==> src/hdl/adrp_pkg.sv <==
package adrp_pkg;

  // Default length of the search window, counted from the ADRP itself.
  localparam int unsigned WindowLenDefault = 16;

  // Instruction encodings.
  localparam logic [31:0] AdrpMask = 32'h9F00_0000;
  localparam logic [31:0] AdrpCode = 32'h9000_0000;
  localparam logic [31:0] OpcMask  = 32'hFFC0_0000;
  localparam logic [31:0] AddCode  = 32'h9100_0000;
  localparam logic [31:0] LdrxCode = 32'hF940_0000;
  localparam logic [31:0] LdrwCode = 32'hB940_0000;

  // Instruction classes that can complete a pair.
  typedef enum logic [1:0] {
    OP_NONE = 2'd0,
    OP_ADD  = 2'd1,
    OP_LDRX = 2'd2,
    OP_LDRW = 2'd3
  } op_class_e;

  // Fields pulled out of one instruction word.
  typedef struct packed {
    logic        is_adrp;
    logic [4:0]  rd;
    logic [4:0]  rn;
    op_class_e   op;
    logic [20:0] imm21;
    logic [11:0] imm12;
  } decode_t;

  // Contents of the input register.
  typedef struct packed {
    logic        req_start;
    logic        in_text;
    logic [31:0] word;
    logic [63:0] pc_page;
  } stage_t;

endpackage

==> src/hdl/adrp_decode.sv <==
module adrp_decode (
  input  logic [31:0]             word_i,
  output adrp_pkg::decode_t       dec_o
);

  always_comb begin
    dec_o.is_adrp = ((word_i & adrp_pkg::AdrpMask) == adrp_pkg::AdrpCode);
    dec_o.rd      = word_i[4:0];
    dec_o.rn      = word_i[9:5];
    // immhi sits in bits 23..5, immlo in bits 30..29.
    dec_o.imm21   = {word_i[23:5], word_i[30:29]};
    dec_o.imm12   = word_i[21:10];
    unique case (word_i & adrp_pkg::OpcMask)
      adrp_pkg::AddCode:  dec_o.op = adrp_pkg::OP_ADD;
      adrp_pkg::LdrxCode: dec_o.op = adrp_pkg::OP_LDRX;
      adrp_pkg::LdrwCode: dec_o.op = adrp_pkg::OP_LDRW;
      default:            dec_o.op = adrp_pkg::OP_NONE;
    endcase
  end

endmodule

==> src/hdl/adrp_search.sv <==
module adrp_search #(
  parameter int unsigned WINDOW_LEN = adrp_pkg::WindowLenDefault
) (
  input  logic              clk_i,
  input  logic              rst_ni,
  input  adrp_pkg::stage_t  stage_i,
  input  adrp_pkg::decode_t dec_i,
  input  logic              advance_i,
  output logic              emit_o,
  output logic [63:0]       addr_o,
  output logic              found_o
);

  localparam int unsigned CntW = (WINDOW_LEN > 2) ? $clog2(WINDOW_LEN) : 1;
  localparam logic [CntW-1:0] CntLast = CntW'(WINDOW_LEN - 1);
  localparam logic [CntW-1:0] CntFirst = CntW'(1);

  logic            active_q, active_d;
  logic [63:0]     page_q, page_d;
  logic [4:0]      dest_q, dest_d;
  logic [CntW-1:0] cnt_q, cnt_d;
  logic [14:0]     off_scaled;

  always_comb begin
    unique case (dec_i.op)
      adrp_pkg::OP_LDRX: off_scaled = {dec_i.imm12, 3'b000};
      adrp_pkg::OP_LDRW: off_scaled = {1'b0, dec_i.imm12, 2'b00};
      adrp_pkg::OP_ADD:  off_scaled = {3'b000, dec_i.imm12};
      default:           off_scaled = {3'b000, dec_i.imm12};
    endcase
  end

  always_comb begin
    active_d = active_q;
    page_d   = page_q;
    dest_d   = dest_q;
    cnt_d    = cnt_q;
    emit_o   = 1'b0;
    found_o  = 1'b0;
    addr_o   = '0;
    if (stage_i.req_start) begin
      if (!stage_i.in_text || !dec_i.is_adrp) begin
        active_d = 1'b0;
        emit_o   = 1'b1;
      end else begin
        active_d = 1'b1;
        page_d   = stage_i.pc_page + {{31{dec_i.imm21[20]}}, dec_i.imm21, 12'h000};
        dest_d   = dec_i.rd;
        cnt_d    = CntFirst;
      end
    end else if (active_q) begin
      if (!stage_i.in_text) begin
        active_d = 1'b0;
        emit_o   = 1'b1;
      end else if (dec_i.rn == dest_q && dec_i.op != adrp_pkg::OP_NONE) begin
        active_d = 1'b0;
        emit_o   = 1'b1;
        found_o  = 1'b1;
        addr_o   = page_q + {49'd0, off_scaled};
      end else if (cnt_q >= CntLast) begin
        active_d = 1'b0;
        emit_o   = 1'b1;
      end else begin
        cnt_d = cnt_q + CntFirst;
      end
    end
  end

  always_ff @(posedge clk_i or negedge rst_ni) begin
    if (!rst_ni) begin
      active_q <= 1'b0;
      page_q   <= '0;
      dest_q   <= '0;
      cnt_q    <= '0;
    end else if (advance_i) begin
      active_q <= active_d;
      page_q   <= page_d;
      dest_q   <= dest_d;
      cnt_q    <= cnt_d;
    end
  end

endmodule

==> src/hdl/adrp_pair_address_resolver.sv <==
// ADRP pair address resolver. Instruction words enter in program order, one
// item per cycle; a start item (req_type 1) names an ADRP by function base and
// word index, and the following continue items (req_type 0) are searched for
// the first ADD immediate, 64-bit LDR or 32-bit LDR whose base register is the
// ADRP's destination. The block returns at most one result item per input
// item: found 1 with the page plus the scaled offset, or found 0 with a zero
// address when the start word is not an ADRP, a word lies outside text, or
// the window of WINDOW_LEN words (the ADRP included) runs out. A valid ADRP
// start and a non-matching word inside the window give no result, and a
// continue item with no search pending is simply consumed. Each item passes
// through an input register, and then decode, the 64-bit page and address
// adds and the search state update lead into the output register; a new item
// is taken in every cycle while the output side keeps up, and a result that
// waits to be taken stalls only items that would produce another result.
module adrp_pair_address_resolver #(
  parameter int unsigned WINDOW_LEN = adrp_pkg::WindowLenDefault
) (
  input  logic        clk_i,
  input  logic        rst_ni,
  input  logic        in_valid_i,
  output logic        in_ready_o,
  input  logic        req_type_i,
  input  logic [31:0] instr_word_i,
  input  logic        word_in_text_i,
  input  logic [63:0] function_base_i,
  input  logic [31:0] word_index_i,
  output logic        out_valid_o,
  input  logic        out_ready_i,
  output logic [63:0] resolved_address_o,
  output logic        found_o
);

  // Input register: the word's page address is formed on the way in, so
  // that the next stage need not add the function base and word index.
  logic              stage_valid_q;
  adrp_pkg::stage_t  stage_q, stage_d;
  adrp_pkg::decode_t dec;

  logic        emit;
  logic [63:0] addr;
  logic        found;
  logic        advance;
  logic        out_free;
  logic [63:0] pc;

  // Output register.
  logic        out_valid_q;
  logic [63:0] out_addr_q;
  logic        out_found_q;

  assign pc = function_base_i + {30'd0, word_index_i, 2'b00};

  always_comb begin
    stage_d.req_start = req_type_i;
    stage_d.in_text   = word_in_text_i;
    stage_d.word      = instr_word_i;
    stage_d.pc_page   = {pc[63:12], 12'h000};
  end

  // The held item moves on when it makes no result or the output slot is
  // free, so items that produce nothing never wait on the output side.
  assign out_free   = !out_valid_q || out_ready_i;
  assign advance    = stage_valid_q && (!emit || out_free);
  assign in_ready_o = !stage_valid_q || advance;

  always_ff @(posedge clk_i or negedge rst_ni) begin
    if (!rst_ni) begin
      stage_valid_q <= 1'b0;
    end else if (in_ready_o) begin
      stage_valid_q <= in_valid_i;
    end
  end

  always_ff @(posedge clk_i) begin
    if (in_ready_o && in_valid_i) begin
      stage_q <= stage_d;
    end
  end

  adrp_decode u_decode (
    .word_i (stage_q.word),
    .dec_o  (dec)
  );

  adrp_search #(
    .WINDOW_LEN (WINDOW_LEN)
  ) u_search (
    .clk_i     (clk_i),
    .rst_ni    (rst_ni),
    .stage_i   (stage_q),
    .dec_i     (dec),
    .advance_i (advance),
    .emit_o    (emit),
    .addr_o    (addr),
    .found_o   (found)
  );

  always_ff @(posedge clk_i or negedge rst_ni) begin
    if (!rst_ni) begin
      out_valid_q <= 1'b0;
    end else if (advance && emit) begin
      out_valid_q <= 1'b1;
    end else if (out_ready_i) begin
      out_valid_q <= 1'b0;
    end
  end

  always_ff @(posedge clk_i) begin
    if (advance && emit) begin
      out_addr_q  <= addr;
      out_found_q <= found;
    end
  end

  assign out_valid_o        = out_valid_q;
  assign resolved_address_o = out_addr_q;
  assign found_o            = out_found_q;

endmodule
==> config.mk <==
export PLATFORM = sky130hd
export DESIGN_NAME = adrp_pair_address_resolver
export DESIGN_NICKNAME = d
export VERILOG_FILES = /design/src/hdl/adrp_pkg.sv /design/src/hdl/adrp_decode.sv /design/src/hdl/adrp_search.sv /design/src/hdl/adrp_pair_address_resolver.sv
export SDC_FILE = /design/constraint.sdc
export NUM_CORES = 1
export LEC_CHECK = 0
export ABC_AREA = 1
export CAP_MARGIN = 10
export CORE_MARGIN = 2
export CORE_UTILIZATION = 30
export CTS_CLUSTER_SIZE = 20
export DETAILED_ROUTE_END_ITERATION = 12
export DONT_BUFFER_PORTS = 1
export GPL_ROUTABILITY_DRIVEN = 0
export PLACE_DENSITY = 0.55
export SLEW_MARGIN = 5
export SYNTH_ARGS = -nofsm -noshare
export SYNTH_HDL_FRONTEND = slang
export SYNTH_HIERARCHICAL = 1
export SYNTH_SLANG_ARGS = --single-unit
==> constraint.sdc <==
create_clock -name clk_i -period 4.8 [get_ports clk_i]
set_input_delay 0.48 -clock clk_i [delete_from_list [all_inputs] [get_ports clk_i]]
set_output_delay 0.48 -clock clk_i [all_outputs]
set_load 0.05 [all_outputs]
After elaboration in Yosys (flattened, before gate mapping)
Cells that the tools add are included.
{ "word_totals": {"register_bits": 227, "input_bits": 134, "output_inout_bits": 67, "word_cells": 75} }
{ "classes": {"n_addsub": 4, "n_lt_le_gt_ge": 1, "n_eq_ne": 10, "n_mux": 23, "bitwise": 4, "reduce_logical": 21} }
{ "op_table": {"columns": ["cell", "n"], "rows": [
  ["$add A64 B15 Y64", 1],
  ["$add A64 B34 Y64", 1],
  ["$add A64 B64 Y64", 1],
  ["$eq A10 B10 Y1 const B", 3],
  ["$pmux W15 S2", 1],
  ["$mux W4", 6],
  ["$mux W1", 15],
  ["$reduce_bool A2 Y1", 4],
  ["$eq A6 B6 Y1 const B", 1],
  ["$ne A2 B2 Y1 const B", 3],
  ["$pmux W2 S3", 1],
  ["$reduce_and A6 Y1", 1],
  ["$eq A5 B5 Y1", 1],
  ["$logic_not A1 Y1", 5],
  ["$add A4 B1 Y4 const B", 1],
  ["$eq A2 B2 Y1 const B", 2],
  ["$ge A4 B4 Y1 const B", 1],
  ["$logic_and A1 B1 Y1", 4],
  ["$logic_or A1 B1 Y1", 4],
  ["$not A1 Y1", 4],
  ["$reduce_or A4 Y1", 1],
  ["$reduce_and A3 Y1", 1],
  ["$reduce_or A3 Y1", 1]
]} }

Longest topological paths before layout
Gate-level depths: netlist (run 1).
{ "depth": {"ltp_word": 13, "mapped_depth": 23, "mapped_depth_nobuf": 23} }

Hierarchy
The synthesis (run 1) kept the hierarchy.
{ "modules_own_cells": {"columns": ["module", "instances", "cells_per_inst", "area_each_um2", "seq_area_each_um2"], "rows": [
  ["adrp_search", 1, 1981, 10513.8, 1851.8],
  ["adrp_pair_address_resolver", 1, 1028, 8565.7, 4584.4],
  ["adrp_decode", 1, 68, 436.7, 0.0]
]} }

Worst setup path before layout (run 1)
No wires, ideal clock.
{ "synth_path": {"path_kind": "register to register", "start": "register stage_q[93] (netlist name)", "end": "register stage_q[12] (netlist name) (enable)", "setup_ns": 0.439, "t_arrival_ns": 3.516, "t_required_ns": 4.361, "slack_ns": 0.845, "path_stages_with_launch": 14, "n_path_buf": 0, "period_less_slack_ns": 3.955, "path_cell_list": "edfxtp_1 nand2_1 nor2_2 nand2_2 nor2_1 o22ai_1 nor2_1 nand3_1 nand3_1 nand3_1 nand2_1 nand4_1 nand2_1 inv_1"} }
{ "synth_rtl": {"columns": ["item", "line", "source"], "rows": [
  ["from (decl)", "adrp_pair_address_resolver.sv:36", "adrp_pkg::stage_t stage_q, stage_d;"],
  ["from (signal assigned)", "adrp_pair_address_resolver.sv:76", "stage_q <= stage_d;"]
]} }

==> impl_results.md, run 1 <==
* CP Launch Type: register
* Worst r2r dst: resolved_address_o[60]
* TritonCTS Buffers at 27
* Yosys warning count at 6
* Final Cycle Share at between 80% and 90%
* Clock Path Buffers at 3
* Comb pwr share at roughly 24%
* DR vias at 18.4k
* Largest net degree at the start of global routing at a little under 80
* Min Hold Slack at roughly 0.076 ns
* Most frequent cell after synthesis: nand2_1
* Reg2reg path depth at 22
* RSZ-0062 raised after global routing: false
* ANT nets after route at 0
* Die Ht at approximately 260 µm
* CP dominant cell by count: nor2_1
* Worst setup path endpoint: resolved_address_o[60]
* List of most frequent post-synthesis cells: nand2_1 (1,147), inv_1 (570), nor2_1 (311), nand3_1 (180), edfxtp_1 (151)
* H-tree depth at 1
* Post-Syn Area at 19,500 µm²
* Max_cap viols at 0
* Diode count at 0
* Post-CTS sizing at 0
* Internal power at between 3000 and 4000 µW
* First drt pass iteration count at 6
* Placed insts at around 3.9k
* Clock skew at 0.0111 ns
* Clock slew at reported path FFs at approximately 0.060 ns
* First-pass GRT wire length at about 95 mm
* Worst Tran Pin Value at 0.713 ns
* Placed instance area at 20,300 µm²
* VDD IR max at between 0.2 and 0.25 mV
* Die area at roughly 67,000 µm²
* CTS sink cnt at ~230
* Asr flop ratio synth at 33.5%
* Worst path buffer plus inverter count at 3
* Via/cell ratio at 4.63
* Flops & latches, synth at approximately 230
* WL per Instance at 15.3 µm
* Pins Over Slew Limit at 0
* Area leader, netlist: edfxtp_1
* Setup TNS at 0 ns
* Post-DP HPWL at about 50 mm
* Top-area cell type share of the netlist area at approximately 23%
* I/O Buffers at 0
* Synth unique cells at 44
* Post-synth EDFFs at ~150
* Synth area leaders: edfxtp_1 (23%), nand2_1 (22%), inv_1 (11%)
* Clock Power Share at roughly 34%
* CTS tree: built
* # fillers at approximately 7k
* Proportion of layout cells with a drive suffix above 1 at 3.40%
* Drc violations at 0
* I/O pin count at around 200
* Setup crit start: stage_q[89]
* Status: finished, final reports clean
* Overall routed net length at between 60 and 70 mm
* PnR Total Power at between 6000 and 7000 µW
* Switching pwr at 2110 µW
* Die Span X at 259 µm
* Crit path max-delay family: simple AND/OR/NAND/NOR gates
* Row Count at a little over 90
* Initial antenna violation count at 0
* Critical Path Stages at 22
* F_max at between 200 and 300 MHz
* Post-synthesis area per instance at ~6.3 µm²
* Final hold vios at 0
* CP required at approximately 5.1 ns
* Ys flop type: edfxtp_1
* R2R setup slack at approximately 0.81 ns
* P&R area growth vs syn at 10.8%
* Data arrival, critical path at 4.31 ns
* CTS Root Cell: clkbuf_16
* NumNets Final at ~3.3k
* Slowest stage delay, CP at around 0.40 ns
* Pwr Density at about 280 nW/µm²
* Sequential area share after synthesis at between 30 and 40%
* Setup violators final at 0
* Max FO, Critical Path at 13
* Reg power frac at between 40% and 50%
* GRT Total Usage at ~18%
* Initial drt markers at about 1.4k
* Cells after Synth at 3,077
* Post-route cell area at approximately 22,000 µm²
* Starting Density at 30.3%
* Worst hold path class: in -> reg
* Slew HR at a little over half
* Critical-path top delay cell: edfxtp_1
* Remaining Overflow, GRT at 0
* Finished Layout Cells at 3,977
* Switching share of power at roughly a third
* Clk_lat worst skew at roughly 0.56 ns
* CP Capture Type: register
* Min Tclk post-route at 3.99 ns
* CP cell instances: inv_1 -> nand2_2 -> nor2_2 -> nand2_2 -> nor2_1 -> inv_1 -> nor2_1 -> inv_1 -> o22ai_1 -> a21oi_1 -> ha_1 -> nand2_1 -> nor2_1 -> nand2_1 -> nand3_1 -> nand3_1 -> nand2_1 -> nand2_1 -> nor2_1 -> nand2_1 -> nor2_1 -> nor2_1
* Vias in the first global route at between 15k and 20k
* Crit path kind: reg -> reg
* Leakage at about 0.011 µW
* R2r startpoint: stage_q[89]
* Core area at between 60,000 and 70,000 µm²
[stage by stage]
stage          util (%)  setup slack [ns]
6_report           33.6             0.806
5_1_grt            33.6             0.376
4_1_cts            33.6             0.878
3_5_place_dp       31.6             0.890
3_3_place_gp       31.6             0.922
2_1_floorplan         -             0.845
[final cells by class]
| cell class | count | area, µm² | area share [%] |
|---|---|---|---|
| Tap cell | 855 | 1070 | 4.95 |
| Inverter | 577 | 2170 | 10.0 |
| Sequential cell | 227 | 6440 | 29.8 |
| Multi-Input combinational cell | 2219 | 10600 | 48.8 |
| Clock buffer | 31 | 701 | 3.24 |
| Timing Repair Buffer | 49 | 500 | 2.31 |
| Clock inverter | 19 | 196 | 0.908 |
[registers in the layout, indices dropped and copies added, names as in the netlist]
signal,cells
found_o,1
resolved_address_o,64
u_search/cnt_q,4
u_search/dest_q,5
stage_valid_q,1
u_search/page_q,64
stage_q,86
out_valid_o,1
u_search/active_q,1
[worst min path at each step]
stage | cells past startpoint | from | endpoint
finish | 2 | in_valid_i | stage_valid_q
global placement | 0 | rst_ni | out_valid_o
CTS | 2 | in_valid_i | stage_valid_q
floorplan | 0 | rst_ni | out_valid_o
detailed placement | 0 | rst_ni | stage_valid_q
global route | 2 | in_valid_i | stage_valid_q
[cells by family (layout without fill, tap and decap cells)]
kind of cell | after synthesis | in the layout | share of synthesized area, %
and+or+nand+nor | 1808 | 1808 | 38.2
buffers and inverters | 642 | 676 | 13.2
xor gates and xnor gates | 46 | 46 | 2.06
AOI/OAI and AO/OA | 250 | 250 | 6.88
other | 1 | 12 | 0.0192
adders and majority gates | 103 | 103 | 6.68
DFF | 227 | 227 | 33.0
[repair_timing]
action	CTS	global route
endpoints found under the hold margin	110	0
endpoints found under the setup margin	0	0
hold buffers	36	0
setup buffers	0	0
[routing by layer]
| layer | track usage, % | routed length, µm | up-vias | share of wire, % |
|---|---|---|---|---|
| met1 | 24.3 | 28300 | 8201 | 46 |
| met3 | 1.83 | 3370 | 87 | 5.5 |
| met2 | 30.8 | 27600 | 506 | 45 |
| met5 | 0 | 0 | - | 0 |
| met4 | 4.83 | 1620 | 0 | 2.7 |
| li1 | - | - | 9630 | - |
[placed cells by master (no fill, tap or decap), types with 6 or more instances in the layout]
cell	n
nor2_2	11
buf_4	11
nor2_1	310
nor4_1	6
dfrtp_1	76
nor3_2	7
a21oi_1	116
nand3b_1	8
edfxtp_1	151
or2_2	6
nand3_1	180
inv_2	8
o21a_1	7
dlygate4sd3_1	35
conb_1	12
xor2_1	25
o21bai_1	13
o22ai_1	13
o21ai_0	86
xnor2_1	21
clkbuf_16	27
inv_1	568
ha_1	101
nand2_1	1147
nor3_1	57
nand4_1	49
[power groups by stage]
| stage | registers, µW | logic (µW) | clock network (µW) |
|---|---|---|---|
| 5_1_grt | 2560 | 1690 | 2210 |
| 2_1_floorplan | 2520 | 1070 | 0 |
| 3_5_place_dp | 2580 | 1430 | 0 |
| 6_report | 2540 | 1480 | 2070 |
| 4_1_cts | 2550 | 1480 | 2140 |
| 3_3_place_gp | 2580 | 1420 | 0 |
Note: power is estimated with default switching activity, not from simulation.
==> run 2: changes to the inputs <==
- PLACE_DENSITY: 0.55 -> 0.56
- clock period: 4.8 -> 3.6 ns (I/O delays scaled with it)
==> run 2 against run 1 <==
  * Register-to-register slack worse by 0.53 ns
  * Hold slack got worse by 0.046 ns
  * Clock power up 25%
  * Sequential share of layout area shrank 0.23 points
  * Setup slack got worse by 0.53 ns
  * Count of clock-buffer cells in the layout grew 1
  * Critical path depth down 3
  * Sequential power rose by 33%
  * Clock skew is 0.010 ns higher
  * Via count rose by 0.11%
  * Flip-flop and latch count is the same
  * Largest power group unchanged
  * Combinational power up 35%
  * Highest routed layer is now met5
==> impl_results.md, run 2 (synthesis gave the netlist of run 1 again) <==
* ANT nets after route at 0 (unchanged)
* TritonCTS Buffers at 26 (-3.7%)
* CP Capture Type: register
* Worst hold path class: in -> reg
* Grt met3 use at 1.70% (-0.13 points)
* GRT Max-Usage Layer: met2
* CP Launch Type: register
* First-pass GRT wire length at 95.4 mm (+0.12%)
* Clk_lat worst skew at 0.57 ns (about the same)
* Remaining Overflow, GRT at 0 (unchanged)
* Setup TNS at 0 ns (unchanged)
* Proportion of layout cells with a drive suffix above 1 at 3.95% (+0.56 points)
* Max_cap viols at 0 (unchanged)
* Status: finished, final reports clean
* Die area at 67,100 µm² (unchanged)
* Slowest stage delay, CP at 0.39 ns (about the same)
* Data arrival, critical path at 3.62 ns (-0.69 ns)
* I/O Buffers at 0 (unchanged)
* I/O pin count at 201 (unchanged)
* Row Count at 93 (unchanged)
* Global Route met2 Usage at 30.3% (-0.47 points)
* CTS Root Cell: clkbuf_16
* Most common cell after layout, fill and taps aside: nand2_1
* Diode count at 0 (unchanged)
* Die Span X at 259 µm (unchanged)
* Pins Over Slew Limit at 0 (unchanged)
* # fillers at 7,088 (-1.1%)
* Clock skew at 0.0213 ns (+0.0102 ns)
* Final Cycle Share at 92.4% (+9.2 points)
* Core area at 64,300 µm² (unchanged)
* CTS tree: built
* VDD IR max at 0.310 mV (+35%)
* Vias in the first global route at 17.7k (+1.6%)
* Starting Density at 30.3% (unchanged)
* Pwr Density at 366 nW/µm² (+30%)
* Initial antenna violation count at 1 (+1)
* First drt pass iteration count at 6 (unchanged)
* CP cell instances: inv_1 -> nand2_2 -> nor2_2 -> nand2_2 -> nor2_4 -> inv_1 -> nor2_4 -> inv_1 -> o22ai_1 -> a21oi_1 -> ha_1 -> nand2_1 -> or2_2 -> nand3_1 -> nand2_1 -> nand2_2 -> nand2_1 -> nor3_1 -> a21oi_1
* NumNets Final at 3,354 (+0.48%)
* Crit path kind: reg -> reg
* F_max at 301 MHz (+20%)
* Die Ht at 259 µm (unchanged)
* Critical-path top delay cell: edfxtp_1
* Initial drt markers at 1,410 (+1.5%)
* Via/cell ratio at 4.62 (-0.27%)
* CTS sink cnt at 227 (unchanged)
* Clock Path Buffers at 3 (unchanged)
* Largest net degree at the start of global routing at 87 (+13%)
* CP required at 3.89 ns (-1.23 ns)
* Leakage at 0.0111 µW (+0.55%)
* Clock slew at reported path FFs at 0.06 ns (about the same)
* Max reg flops at 86 (unchanged)
* Post-DP HPWL at 51.1 mm (-0.19%)
* GR Layer Usage met1 at 24.6% (+0.32 points)
* GRT Total Usage at 18.1% (+0.064 points)
* DR vias at 18.4k (+0.11%)
* Highest-count cells in the layout ignoring fill and taps: nand2_1 (1,142), inv_1 (568), nor2_1 (306)
* Final hold vios at 0 (unchanged)
* H-tree depth at 1 (unchanged)
* Worst Tran Pin Value at 0.653 ns (-0.0605 ns)
* Max FO, Critical Path at 6 (-7)
* Most flops, register: stage_q
* PnR Total Power at 7980 µW (+31%)
* Min Tclk post-route at 3.33 ns (-0.667 ns)
* Slew HR at 56.1% (+3.9 points)
* Drc violations at 0 (unchanged)
* Setup violators final at 0 (unchanged)
* Overall routed net length at 61.2 mm (+0.55%)
* P&R area growth vs syn at 11.7%
* WL per Instance at 15.3 µm (+0.18%)
## run 2: changes by cell type in the layout (fill, tap and decap cells not counted), sizes merged
cell,change
inv,-2
buf,+13
bufinv,-1
clkbuf,+1
dlygate4sd3,+4
## run 2: area by class of cell
| type | count | area (µm²) | area share, % |
|---|---|---|---|
| Tap cell | 855 | 1070 | 4.91 |
| Sequential cell | 227 | 6440 | 29.5 |
| Clock inverter | 16 | 151 | 0.695 |
| Clock buffer | 32 | 673 | 3.09 |
| Multi-Input combinational cell | 2219 | 10600 | 48.7 |
| Inverter | 577 | 2170 | 9.95 |
| Timing Repair Buffer | 66 | 683 | 3.13 |
## run 2: report_power, final
| group | switching [µW] | internal, µW | total, µW |
|---|---|---|---|
| combinational | 1340 | 655 | 2000 |
| clock | 1110 | 1480 | 2590 |
| sequential | 353 | 3040 | 3390 |
## run 2: worst paths after layout
path	from	to	slack [ns]	depth (start not counted)
setup / recovery	stage_q[89]	resolved_address_o[47]	0.27	19
hold / removal	function_base_i[36]	stage_q[36]	0.03	2
setup reg to reg	stage_q[89]	resolved_address_o[47]	0.27	19
hold reg to reg	stage_q[66]	u_search/dest_q[2]	0.46	2
max in group asynchronous	rst_ni	u_search/dest_q[4]	2.87	2
min in group asynchronous	rst_ni	u_search/page_q[48]	0.40	2
## run 2: timing repair
item / in CTS / in global routing
hold buffers: 40 / 0
buffers inserted: 0 / 4
endpoints found under the hold margin: 114 / 0
resized for setup: 0 / 20
endpoints found under the setup margin: 0 / 52
## run 2: worst max-delay path, delay by kind of cell, from the launching register on
kind            cells  cell delay (ns)
simple gates       12             1.68
buf+inv             3             0.28
flops               1             0.39
fa+ha+maj           1             0.38
compound gates      3             0.32
## run 2: routing by layer
layer / routed length [µm] / vias to the layer above
li1: - / 9675
met2: 27300 / 523
met5: 8 / -
met3: 3200 / 115
met1: 28800 / 8129
met4: 1930 / 2
## run 2: metrics by stage
stage	instances	instance area, µm²	hold WS, ns	setup WS (ns)	utilization, %
after floorplan	3088	19600	0.0644	-0.280	-
after global placement	3900	20500	0.0710	0.0836	31.8
after detailed placement	3900	20500	0.0704	0.0572	31.8
after CTS	3988	21700	0.00720	0.0213	33.7
after global routing	3992	21800	0.0391	-0.0113	33.9
final	3992	21800	0.0309	0.273	33.9
==> run 3: changes to the inputs <==
- CORE_UTILIZATION: 30 -> 28
- PLACE_DENSITY: 0.56 -> 0.54
- SYNTH_HIERARCHICAL: 1 -> unset
==> run 3 against run 2 <==
  * Sequential share of layout area is 2.9 points higher
  * Largest cell class unchanged
  * Design area shrank 13%
  * Global-route usage decreased by 1.3 points
  * Clock skew rose by 0.00095 ns
  * Flip-flop and latch count is 12 lower
  * Critical path depth down 1
  * Register-to-register slack improved by 0.13 ns
  * Fmax rose by 4.2%
==> impl_results.md, run 3 <==
* Status: finished, final reports clean
* Starting Density at 28.3% (-2.0 points)
* First-pass GRT wire length at 81.9 mm (-14%)
* Row Count at 89 (-4.3%)
* NumNets Final at 2,634 (-21%)
* Crit path max-delay family: simple AND/OR/NAND/NOR gates
* Min Tclk post-route at 3.19 ns (-0.133 ns)
* Switching share of power at 32.5% (-2.6 points)
* Via/cell ratio at 4.89 (+5.8%)
* CP Capture Type: register
* I/O Buffers at 0 (unchanged)
* Worst Hold Path EP: stage_q[41]
* Cells after Synth at 2,369 (-23%)
* CTS tree: built
* Largest net degree at the start of global routing at 87 (unchanged)
* Crit path kind: reg -> reg
* DR vias at 15.7k (-15%)
* Initial drt markers at 1,207 (-14%)
* Overall routed net length at 52.2 mm (-15%)
* PnR Total Power at 7540 µW (-5.5%)
* Reg power frac at 41.1% (-1.4 points)
* CP cell instances: inv_1 -> nand2_1 -> nor2_2 -> nand4_4 -> a21oi_1 -> ha_1 -> fa_1 -> nand3_1 -> nand2_2 -> nand3_2 -> nor2_4 -> nand4_2 -> nor2_4 -> nand4_2 -> nor2_4 -> nand2_2 -> o21ai_1 -> nor2_1
* Setup TNS at 0 ns (unchanged)
* Highest-count cells in the layout ignoring fill and taps: nand2_1 (716), inv_1 (353), nor2_1 (263)
* Comb pwr share at 22.9% (-2.1 points)
* TritonCTS Buffers at 24 (-7.7%)
* Core area at 58,900 µm² (-8.5%)
* Clock skew at 0.0223 ns (+0.000946 ns)
* Ys flop type: edfxtp_1
* Post-synthesis area per instance at 7.04 µm² (+11%)
* Post-Synth Adder-Cell Area at 6.69% (+0.012 points)
* Die Ht at 248 µm (-4.3%)
* Clk_lat worst skew at 0.55 ns (-0.02 ns)
* # fillers at 6,293 (-11%)
* Flops & latches, synth at 215 (-5.3%)
* Yosys warning count at 0 (-6)
* GRT Total Usage at 16.9% (-1.3 points)
* Clock Path Buffers at 3 (unchanged)
* Grt met3 use at 1.87% (+0.18 points)
* Asr flop ratio synth at 29.8% (-3.7 points)
* Data arrival, critical path at 3.49 ns (-0.13 ns)
* Combinational family with the most area after synthesis: simple AND/OR/NAND/NOR gates
* Remaining Overflow, GRT at 0 (unchanged)
* XOR/XNOR share of the synthesized area at 4.10% (+2.0 points)
* Worst path buffer plus inverter count at 1 (-2)
* Worst Tran Pin Value at 1.08 ns (+0.427 ns)
* GRT Max-Usage Layer: met2
* WL per Instance at 16.3 µm (+6.3%)
* First drt pass iteration count at 6 (unchanged)
* Diode count at 0 (unchanged)
* CP dominant cell by count: nor2_4
* R2r startpoint: stage_q[89]
* Die Span X at 248 µm (-4.3%)
* Setup violators final at 0 (unchanged)
* Pwr Density at 399 nW/µm² (+8.9%)
* Hold_sp: function_base_i[41]
* Drc violations at 0 (unchanged)
* Synth Area in Compound Gates at 9.67% (+2.8 points)
* Simple-gate share of the synthesized area at 33.7% (-4.5 points)
* Area leader, netlist: edfxtp_1
* Max FO, Critical Path at 8 (+2)
* Internal power at 5090 µW (-1.6%)
* Post-Syn Area at 16,700 µm² (-15%)
* H-tree depth at 1 (unchanged)
* CP required at 3.89 ns (about the same)
* Post-DP HPWL at 43.5 mm (-15%)
* Max_cap viols at 0 (unchanged)
* RSZ-0062 raised after global routing: false
* Most frequent cell after synthesis: nand2_1
* Most flops, register: stage_q
* Core Util, Final at 32.1% (-1.8 points)
* Pins Over Slew Limit at 0 (unchanged)
* Pre-CTS setup slack at 0.440 ns (+0.383 ns)
* Worst r2r dst: resolved_address_o[54]
* Final hold vios at 0 (unchanged)
* Final WS setup at 0.406 ns (+0.133 ns)
* Die area at 61,500 µm² (-8.3%)
* CP Launch Type: register
* I/O pin count at 201 (unchanged)
* VDD IR max at 0.298 mV (-3.9%)
* Synth area leaders: edfxtp_1 (27%), nand2_1 (16%), dfrtp_1 (9.6%)
* Critical Path Stages at 18 (-1)
* CTS Root Cell: clkbuf_16
* Max reg flops at 86 (unchanged)
* CTS sink cnt at 215 (-5.3%)
* Slowest stage delay, CP at 0.39 ns (about the same)
* P&R area growth vs syn at 13.5%
* Worst hold path class: in -> reg
* Worst Hold Depth at 1 (-1)
* Top-area cell type share of the netlist area at 27.2% (+4.0 points)
* Final Cycle Share at 88.7% (-3.7 points)
* Proportion of layout cells with a drive suffix above 1 at 3.70% (-0.25 points)
* Most common cell after layout, fill and taps aside: nand2_1
* Clock slew at reported path FFs at 0.06 ns (about the same)
* Reg2reg path depth at 18 (-1)
* GR Layer Usage met1 at 22.9% (-1.8 points)
* Slew HR at 28.0% (-28 points)
* Switching pwr at 2450 µW (-13%)
* Mux share of post-synthesis cell area at 0% (unchanged)
* ANT nets after route at 0 (unchanged)
* Global Route met2 Usage at 28.2% (-2.2 points)
* Critical-path top delay cell: edfxtp_1
* Synth unique cells at 49 (+11%)
* Clock Power Share at 35.9% (+3.5 points)
* Vias in the first global route at 15.3k (-13%)
* List of most frequent post-synthesis cells: nand2_1 (719), inv_1 (355), nor2_1 (265), edfxtp_1 (151), a21oi_1 (140)
* Sequential area share after synthesis at 36.8% (+3.8 points)
* F_max at 313 MHz (+4.2%)
* Post-synth EDFFs at 151 (unchanged)
* Post-Syn Nets at approximately 2.6k
* R2R setup slack at 0.41 ns (+0.13 ns)
* Leakage at 0.00862 µW (-22%)
* Initial antenna violation count at 1 (unchanged)
==> run 3: cell count changes after synthesis, sizes merged, moves of 15 or more <==
| cell | before | now |
|---|---|---|
| a21oi | 117 | 140 |
| buf | 50 | 14 |
| ha | 101 | 86 |
| inv | 577 | 357 |
| nand2 | 1151 | 724 |
| nand3 | 184 | 111 |
| nand4 | 50 | 112 |
| nor2 | 322 | 274 |
| xor2 | 25 | 61 |
==> run 3: stage by stage <==
| step | hold WS, ns | std cells | area [µm²] |
|---|---|---|---|
| 3_3_place_gp | 0.0719 | 3118 | 17600 |
| 2_1_floorplan | 0.0644 | 2369 | 16700 |
| 4_1_cts | 0.00751 | 3203 | 18900 |
| 5_1_grt | 0.0240 | 3203 | 18900 |
| 3_5_place_dp | 0.0717 | 3118 | 17600 |
| 6_report | 0.0361 | 3203 | 18900 |
==> run 3: area by class of cell <==
type / count / area (µm²) / share of cell area [%]
sequential: 215 / 6140 / 32.4
tap: 773 / 967 / 5.11
timing repair buffer: 51 / 515 / 2.72
multi-input combinational: 1761 / 9060 / 47.9
inverter: 359 / 1350 / 7.14
clock inverter: 13 / 209 / 1.10
clock buffer: 31 / 676 / 3.57
==> run 3: metal layers <==
| metal | vias to the layer above | wire [µm] |
|---|---|---|
| met5 | - | 0 |
| met4 | 0 | 1500 |
| met3 | 94 | 3150 |
| met2 | 510 | 23700 |
| met1 | 7148 | 23800 |
| li1 | 7899 | - |
==> run 3: how the worst max path moves through the flow <==
stage / slack [ns] / from / to
finish: 0.41 / stage_q[89] / resolved_address_o[54]
global placement: 0.45 / stage_q[89] / resolved_address_o[58]
global route: 0.03 / stage_q[89] / resolved_address_o[58]
CTS: 0.43 / stage_q[89] / resolved_address_o[62]
floorplan: -0.05 / stage_q[87] / stage_q[12]
detailed placement: 0.44 / stage_q[89] / resolved_address_o[54]
==> run 3: repair_timing <==
| action | 4_1_cts | 5_1_grt |
|---|---|---|
| buffers inserted | 0 | 0 |
| endpoints found under the hold margin | 103 | 0 |
| hold buffers | 41 | 0 |
| endpoints found under the setup margin | 0 | 1 |
| resized for setup | 0 | 1 |
==> run 3: kinds of logic after synthesis <==
family | Yosys count
and+or+nand+nor | 1304
buffers and inverters | 393
AOI/OAI and AO/OA | 291
DFF | 215
adders and majority gates | 88
xor gates and xnor gates | 78
==> run 3: power groups by stage <==
stage	Sequential, µW	Combinational, µW	Clock, µW
finish	3100	1730	2710
CTS	3110	1700	2800
global route	3120	1940	2880
detailed placement	3160	1640	0
floorplan	3100	1190	0
global placement	3150	1640	0
